## src/rtl/core/mhd_pkg.sv

```systemverilog
// ----------------------------------------------------------------------------
// mhd_pkg
// Shared constants, types and the unit clamp for the magic header deframer.
// ----------------------------------------------------------------------------
package mhd_pkg;

  localparam int unsigned JOINT_COUNT = 8;
  localparam int unsigned JIDX_W = 3;
  localparam int unsigned POS_W = 7;

  localparam logic [31:0] HEADER_MAGIC = 32'h5652_4553;
  localparam logic [31:0] VERSION_JOINTS = 32'd3;
  localparam logic [31:0] VERSION_STATUS = 32'd5;

  localparam logic [POS_W-1:0] HEADER_BYTES = POS_W'(8);
  localparam logic [POS_W-1:0] JOINT_PACKET_BYTES = POS_W'(16 + 8 * JOINT_COUNT);
  localparam logic [POS_W-1:0] JOINT_DATA_END = POS_W'(8 + 8 * JOINT_COUNT);
  localparam logic [POS_W-1:0] STATUS_PACKET_BYTES = POS_W'(20);
  localparam logic [POS_W-1:0] MASK_LO_POS = POS_W'(16);
  localparam logic [POS_W-1:0] MASK_HI_POS = POS_W'(17);
  localparam logic [JIDX_W-1:0] LAST_JOINT = JIDX_W'(JOINT_COUNT - 1);

  localparam logic [63:0] POS_ONE = 64'h3FF0_0000_0000_0000;
  localparam logic [63:0] NEG_ONE = 64'hBFF0_0000_0000_0000;
  localparam logic [62:0] INF_MAG = 63'h7FF0_0000_0000_0000;
  localparam logic [62:0] ONE_MAG = 63'h3FF0_0000_0000_0000;

  localparam logic KIND_JOINT = 1'b0;
  localparam logic KIND_STATUS = 1'b1;

  // per-byte events from the parser to the buffer
  typedef struct packed {
    logic              wr_en;
    logic [JIDX_W-1:0] wr_joint;
    logic [2:0]        wr_lane;
    logic [7:0]        wr_data;
    logic              mask_lo_en;
    logic              mask_hi_en;
    logic              done;
    logic              done_kind;
  } mhd_evt_t;

  // clamp a double bit pattern to [-1,1], nan kept
  function automatic logic [63:0] clamp_unit(input logic [63:0] bits);
    logic [63:0] res;
    res = bits;
    if (bits[62:0] > INF_MAG) begin
      res = bits;
    end else if (bits[62:0] > ONE_MAG) begin
      res = bits[63] ? NEG_ONE : POS_ONE;
    end
    return res;
  endfunction

endpackage

```

## src/rtl/core/mhd_parse.sv

```systemverilog
// ----------------------------------------------------------------------------
// mhd_parse
// Header search over an eight byte window and payload byte placement.
// ----------------------------------------------------------------------------
module mhd_parse (
  input  logic               clk,
  input  logic               rst,
  input  logic               byte_en,
  input  logic [7:0]         data_byte,
  output mhd_pkg::mhd_evt_t  evt
);
  import mhd_pkg::*;

  typedef enum logic {SEARCH, PAYLOAD} state_t;

  state_t            state;
  logic [7:0]        win [7];
  logic [3:0]        hcnt;
  logic [POS_W-1:0]  pos;
  logic              is_status;

  logic [31:0]       magic;
  logic [31:0]       version;
  logic              hdr_joint;
  logic              hdr_status;
  logic [POS_W-1:0]  off;
  logic [POS_W-1:0]  need;

  // header as it stands with the incoming byte as the newest one
  assign magic = {win[3], win[2], win[1], win[0]};
  assign version = {data_byte, win[6], win[5], win[4]};
  assign hdr_joint = (magic == HEADER_MAGIC) && (version == VERSION_JOINTS);
  assign hdr_status = (magic == HEADER_MAGIC) && (version == VERSION_STATUS);
  assign off = pos - HEADER_BYTES;
  assign need = is_status ? STATUS_PACKET_BYTES : JOINT_PACKET_BYTES;

  // payload events for the current byte
  always_comb begin
    evt = '0;
    evt.wr_joint = off[JIDX_W+2:3];
    evt.wr_lane = off[2:0];
    evt.wr_data = data_byte;
    evt.done_kind = is_status ? KIND_STATUS : KIND_JOINT;
    if (byte_en && state == PAYLOAD) begin
      evt.wr_en = !is_status && (pos < JOINT_DATA_END);
      evt.mask_lo_en = is_status && (pos == MASK_LO_POS);
      evt.mask_hi_en = is_status && (pos == MASK_HI_POS);
      evt.done = (pos == need - POS_W'(1));
    end
  end

  // window shift, header check and payload position
  always_ff @(posedge clk) begin
    if (rst) begin
      state <= SEARCH;
      hcnt <= '0;
      pos <= '0;
      is_status <= 1'b0;
    end else if (byte_en) begin
      unique case (state)
        SEARCH: begin
          if (hcnt < 4'd7) begin
            // fill the window oldest first until seven bytes are held
            win[hcnt[2:0]] <= data_byte;
            hcnt <= hcnt + 4'd1;
          end else begin
            // drop the oldest byte, newest enters at the top
            for (int i = 0; i < 6; i++) begin
              win[i] <= win[i+1];
            end
            win[6] <= data_byte;
            if (hdr_joint || hdr_status) begin
              state <= PAYLOAD;
              pos <= HEADER_BYTES;
              is_status <= hdr_status;
              hcnt <= '0;
            end
          end
        end
        PAYLOAD: begin
          if (pos == need - POS_W'(1)) begin
            state <= SEARCH;
          end else begin
            pos <= pos + POS_W'(1);
          end
        end
        default: state <= SEARCH;
      endcase
    end
  end

endmodule

```

## src/rtl/core/mhd_buf.sv

```systemverilog
// ----------------------------------------------------------------------------
// mhd_buf
// Two bank joint memory, per bank status masks and the result readout.
// ----------------------------------------------------------------------------
module mhd_buf (
  input  logic               clk,
  input  logic               rst,
  input  mhd_pkg::mhd_evt_t  evt,
  output logic               wr_free,
  output logic               out_valid,
  input  logic               out_ready,
  output logic               kind,
  output logic [2:0]         joint_index,
  output logic [63:0]        joint_value,
  output logic [15:0]        status_mask,
  output logic               last
);
  import mhd_pkg::*;

  localparam int unsigned ADDR_W = JIDX_W + 1;

  logic [63:0]       mem [2**ADDR_W];
  logic [1:0]        full;
  logic [1:0]        bank_kind;
  logic [15:0]       bank_mask [2];
  logic              wbank;
  logic              rbank;
  logic [JIDX_W-1:0] ridx;

  logic [63:0]       rd_word;
  logic [15:0]       rd_mask;
  logic              advance;
  logic              issue;
  logic              issue_last;

  assign wr_free = !full[wbank];
  assign advance = !out_valid || out_ready;
  assign issue = advance && full[rbank];
  assign issue_last = (bank_kind[rbank] == KIND_STATUS) || (ridx == LAST_JOINT);

  // byte lane writes into the bank being filled
  always_ff @(posedge clk) begin
    if (evt.wr_en) begin
      mem[{wbank, evt.wr_joint}][evt.wr_lane*8 +: 8] <= evt.wr_data;
    end
    if (evt.mask_lo_en) begin
      bank_mask[wbank][7:0] <= evt.wr_data;
    end
    if (evt.mask_hi_en) begin
      bank_mask[wbank][15:8] <= evt.wr_data;
    end
    if (evt.done) begin
      bank_kind[wbank] <= evt.done_kind;
    end
  end

  // registered read into the output stage
  always_ff @(posedge clk) begin
    if (issue) begin
      rd_word <= mem[{rbank, ridx}];
      rd_mask <= bank_mask[rbank];
      kind <= bank_kind[rbank];
      joint_index <= ridx;
      last <= issue_last;
    end
  end

  // bank handover between filling and readout
  always_ff @(posedge clk) begin
    if (rst) begin
      full <= '0;
      wbank <= 1'b0;
      rbank <= 1'b0;
      ridx <= '0;
      out_valid <= 1'b0;
    end else begin
      if (advance) begin
        out_valid <= full[rbank];
      end
      if (evt.done) begin
        full[wbank] <= 1'b1;
        wbank <= !wbank;
      end
      if (issue) begin
        if (issue_last) begin
          full[rbank] <= 1'b0;
          rbank <= !rbank;
          ridx <= '0;
        end else begin
          ridx <= ridx + JIDX_W'(1);
        end
      end
    end
  end

  assign joint_value = (kind == KIND_STATUS) ? 64'd0 : clamp_unit(rd_word);
  assign status_mask = (kind == KIND_STATUS) ? rd_mask : 16'd0;

  // no write lands in a bank awaiting readout
  assert property (@(posedge clk) disable iff (rst) (evt.wr_en || evt.done) |-> !full[wbank])
    else $error("write into a full bank");
  // a status item always closes its packet
  assert property (@(posedge clk) disable iff (rst) (out_valid && kind == KIND_STATUS) |-> last)
    else $error("status item without last");
  // joint index stays within the joint count
  assert property (@(posedge clk) disable iff (rst) ridx <= LAST_JOINT)
    else $error("joint index out of range");
  // with both banks full, the write bank pointer has come round to the read bank
  assert property (@(posedge clk) disable iff (rst) (full == 2'b11) |-> (wbank == rbank))
    else $error("bank pointers out of step");

endmodule

```

## src/rtl/core/magic_header_packet_deframer.sv

```systemverilog
// ----------------------------------------------------------------------------
// magic_header_packet_deframer
// Finds magic/version headers in a byte stream and emits joint or status items.
// ----------------------------------------------------------------------------
//  channel  | signals                                              | dir
//  input    | in_valid, in_ready, data_byte                        | in
//  output   | out_valid, out_ready, kind, joint_index, joint_value,| out
//           | status_mask, last                                    |
//
//  one byte is taken per cycle while in_ready is high; a joint packet's
//  eight items leave in order from the two bank joint memory's readout.
//  a finished packet holds its bank until read out; in_ready drops only
//  when the bank being filled is still waiting for readout.
//  reset clears the parser and bank flags; the memory needs no clearing.
//  output stalls hold the item in the registered read stage.
module magic_header_packet_deframer (
  input  logic        clk,
  input  logic        rst,
  input  logic        in_valid,
  output logic        in_ready,
  input  logic [7:0]  data_byte,
  output logic        out_valid,
  input  logic        out_ready,
  output logic        kind,
  output logic [2:0]  joint_index,
  output logic [63:0] joint_value,
  output logic [15:0] status_mask,
  output logic        last
);
  import mhd_pkg::*;

  mhd_evt_t evt;
  logic     wr_free;

  assign in_ready = wr_free;

  // header search and payload placement
  mhd_parse u_parse (
    .clk       (clk),
    .rst       (rst),
    .byte_en   (in_valid && in_ready),
    .data_byte (data_byte),
    .evt       (evt)
  );

  // joint memory and readout
  mhd_buf u_buf (
    .clk         (clk),
    .rst         (rst),
    .evt         (evt),
    .wr_free     (wr_free),
    .out_valid   (out_valid),
    .out_ready   (out_ready),
    .kind        (kind),
    .joint_index (joint_index),
    .joint_value (joint_value),
    .status_mask (status_mask),
    .last        (last)
  );

endmodule
```

## config.mk

```make
export PLATFORM = sky130hd
export DESIGN_NAME = magic_header_packet_deframer
export DESIGN_NICKNAME = d
export VERILOG_FILES = /design/src/rtl/core/mhd_pkg.sv /design/src/rtl/core/mhd_parse.sv /design/src/rtl/core/mhd_buf.sv /design/src/rtl/core/magic_header_packet_deframer.sv
export SDC_FILE = /design/constraint.sdc
export NUM_CORES = 1
export LEC_CHECK = 0
export ABC_CLOCK_PERIOD_IN_PS = 3900
export BUFFER_PORTS_ARGS = -buffer_cell sky130_fd_sc_hd__buf_4
export CORE_MARGIN = 2
export CORE_UTILIZATION = 44
export DETAILED_ROUTE_END_ITERATION = 10
export GPL_TIMING_DRIVEN = 0
export PLACE_DENSITY = 0.67
export SYNTH_ARGS = -nofsm -noshare
export SYNTH_HDL_FRONTEND = slang
export SYNTH_SLANG_ARGS = --single-unit
```

## constraint.sdc

```tcl
create_clock -name clk -period 3.9 [get_ports clk]
set_input_delay 0 -clock clk [delete_from_list [all_inputs] [get_ports clk]]
set_output_delay 0 -clock clk [all_outputs]
set_load 0.02 [all_outputs]
```

==> impl_metrics.yaml <==
outcome:
  status: "finished, violations left"
  failed_checks: "negative setup slack"
min_path:
  hold_path.class: "in -> reg"
  worstHoldEndpoint: "u_buf.bank_mask[1][11]$_DFFE_PP_"
  hold_start: "data_byte[3]"
  hold_path_depth: 2
sta:
  drv_slew: 0
  worst_pin_slew_ps: 1400
  finalSetupViolations: 78
  slew_headroom: 0.0686
  setup_tns_ps: -3080
  hold_violations: 0
  fin_worst_skew_ps: 49.5
  min_period_ps: 4130
  fin_crit_sh: 1.06
  finalWorstSetupSlack_ps: -232
  fmax_mhz: 242
  grt_setup_unrepaired: "true"
yosys:
  ys_top_cells_by_area: "edfxtp_1, mux4_2, and2_1"
  synth_top_family_by_area: "multiplexers"
  yosys.cell_types.count: 51
  synth_mux_area_frac: 0.157
  yosys.area.top_type: "edfxtp_1"
  synth-simple-area-share: 0.0488
  synth-seq-cells: 1220
  yosys_warnings: 0
  synthAdderAreaFrac: 0.00184
  synthArstFlopShare: 0
  synthCells: 2238
  synth_flop_cell: "edfxtp_1"
  avgSynthCellArea_um2: 21.2
  yosysSeqAreaShare: 0.766
  synth-xor-area-share: 0.00111
  synth-edff-count: 1199
  yosys.area.top_type_share: 0.758
  syn_area_mm2: 0.0475
  synth-compound-area-share: 0.0128
  synth_fp_nets: 2257
setup_path:
  arrival_ps: 4440
  r2r_cells: 7
  crit_type: "reg -> reg"
  crit_path_end_kind: "flop"
  crit_path_start_kind: "flop"
  cp.required_ps: 4210
  timing.rr.end: "u_buf.mem[7][61]$_DFFE_PP_"
  r2r_setup_slack_ps: -230
  cp_max_fo: 10
  r2r_start: "u_parse.pos[0]$_SDFFE_PP0P_"
clock_tree:
  clkSlewWorstSetupHoldPaths_ps: 60
  clockRootBuffer: "clkbuf_16"
  cts_max_level: 3
  cts_buffers: 116
  cts_tree: "yes"
  cts_sinks: 1220
  clk_latency_ps: 700
  clock_path_buffers: 3
routing:
  first_pass_iters: 7
  wire_per_inst_um: 27.9
  route.detailed.drc: 0
  antenna_left: 0
  drt_iter0_drc: 2696
  routed_via_density: 5.86
  vias: 23314
  drt-total-wl_um: 111000
layout:
  n_fill_cell: 8277
  multi_input_area_mm2: 0.0108
  drive_above_1_share: 0.291
  mostFrequentLayoutCells: "edfxtp_1, mux4_2, and2_1, clkbuf_16, buf_4"
  regArea_mm2: 0.0364
  finalNonFillerCells: 3977
  layout_commonest_cell: "edfxtp_1"
  syn2layout_area_growth_pct: 14.1
  final_nets: 2494
  fin_area_mm2: 0.0542
placed_design:
  dpl.hpwl_um: 74500
  place_area_mm2: 0.0501
  gp_congestion: 0.801
  port-buffer-count: 97
  dp_cells: 3740
global_routing:
  globalRoute.totalOverflow: 0
  gr-usage-all-layers: 0.200
  grt_pass1_wl_um: 162000
  grt_max_degree: 60
  grt_pass1_vias: 23667
  antenna_found_initial: 9
power:
  power_uw: 25200
  powerDensity_mw_per_mm2: 465
  peakVddDrop_mv: 0.384
  p_leak_uw: 0.0152
floorplan:
  core_area_mm2: 0.107
  chipHeight_um: 333
  dieArea_mm2: 0.111
  initial_utilization: 0.444
  ioPinCount: 99
  die_w_um: 333
  rows: 120
run:
  max_cap_violations: 0
-- metrics by stage --
step	hold WS, ps	setup slack, ps	utilization
2_1_floorplan	98.9	883	-
3_3_place_gp	244	-1410	0.467
3_5_place_dp	246	-340	0.468
4_1_cts	49.7	4.69	0.505
5_1_grt	76.2	-341	0.507
6_report	85.2	-232	0.507
-- cell usage after synthesis (10+ instances only) --
library cell  count
nand4_1          14
mux2_2           17
nor2_1          182
edfxtp_1       1199
buf_4            10
nor4_1           21
nand3_1          10
a21oi_1          12
buf_2            38
and2_1          129
mux4_2          320
nor3_1           10
dfxtp_1          21
a21o_1           49
nor2b_1          12
clkbuf_1         62
nand2_1          38
-- state kept, by name, summed over array words and instances, names as in the netlist --
name	count
u_buf.out_valid	1
u_buf.full	2
u_parse.pos	7
u_parse.state	1
u_buf.mem	1024
u_parse.win	56
u_buf.joint_index	3
u_buf.ridx	3
u_buf.bank_kind	2
u_buf.bank_mask	32
u_buf.rbank	1
u_buf.wbank	1
u_buf.rd_mask	16
u_parse.is_status	1
u_parse.hcnt	4
u_buf.last	1
u_buf.kind	1
u_buf.rd_word	64
-- timing repair --
item,in CTS,in global routing
endpoints found under the hold margin,53,0
gates resized for setup,44,47
setup endpoints to repair,538,848
pin swaps,3,3
setup buffers,3,2
hold buffers,13,0
-- logic make-up after synthesis --
logic type,after synthesis
adder cells (fa/ha/maj),7
AO/OA/AOI/OAI,85
buffers and inverters,127
flip-flops,1220
multiplexers,341
AND/OR/NAND/NOR,452
XOR/XNOR,6
-- worst max path at each step --
stage	startpoint	endpoint	slack [ps]	cells past startpoint
floorplan	u_parse.pos[0]$_SDFFE_PP0P_	u_buf.mem[13][32]$_DFFE_PP_	880	9
global placement	u_buf.rd_word[9]$_DFFE_PP_	joint_value[7]	-1410	8
detailed placement	u_parse.pos[0]$_SDFFE_PP0P_	u_buf.mem[7][32]$_DFFE_PP_	-340	9
CTS	u_parse.pos[0]$_SDFFE_PP0P_	u_buf.mem[4][0]$_DFFE_PP_	5	8
global route	u_parse.pos[0]$_SDFFE_PP0P_	u_buf.mem[7][62]$_DFFE_PP_	-340	7
finish	u_parse.pos[0]$_SDFFE_PP0P_	u_buf.mem[7][61]$_DFFE_PP_	-230	7
-- cell type report --
cell class / count / share of cell area
antenna: 1 / 0.0000461
sequential: 1220 / 0.672
clock inverter: 63 / 0.0101
tap: 1403 / 0.0324
timing repair buffer: 119 / 0.0180
buffer: 120 / 0.0106
clock buffer: 153 / 0.0576
multi-input combinational: 891 / 0.199
inverter: 7 / 0.000531
-- where the power goes --
part           switching, uW  internal, uW  total, uW
logic                    100          41.5        142
registers               5.35         14200      14200
clock network           4760          6100      10900
-- layer usage --
layer / GRT usage / vias up / routed length (um)
li1: - / 9680 / -
met1: 0.270 / 12421 / 44000
met2: 0.335 / 1033 / 55400
met3: 0.0395 / 176 / 8660
met4: 0.0534 / 4 / 2880
met5: 0 / - / 27
-- critical path, stage by stage (launching register included) --
cell      delay (ps)
dfxtp_1          620
inv_1            170
ha_1             490
nand2b_1         410
nor3_1           650
nand2_1          370
buf_2            310
nor2_1           730
Power figures use the tool's default switching activity.
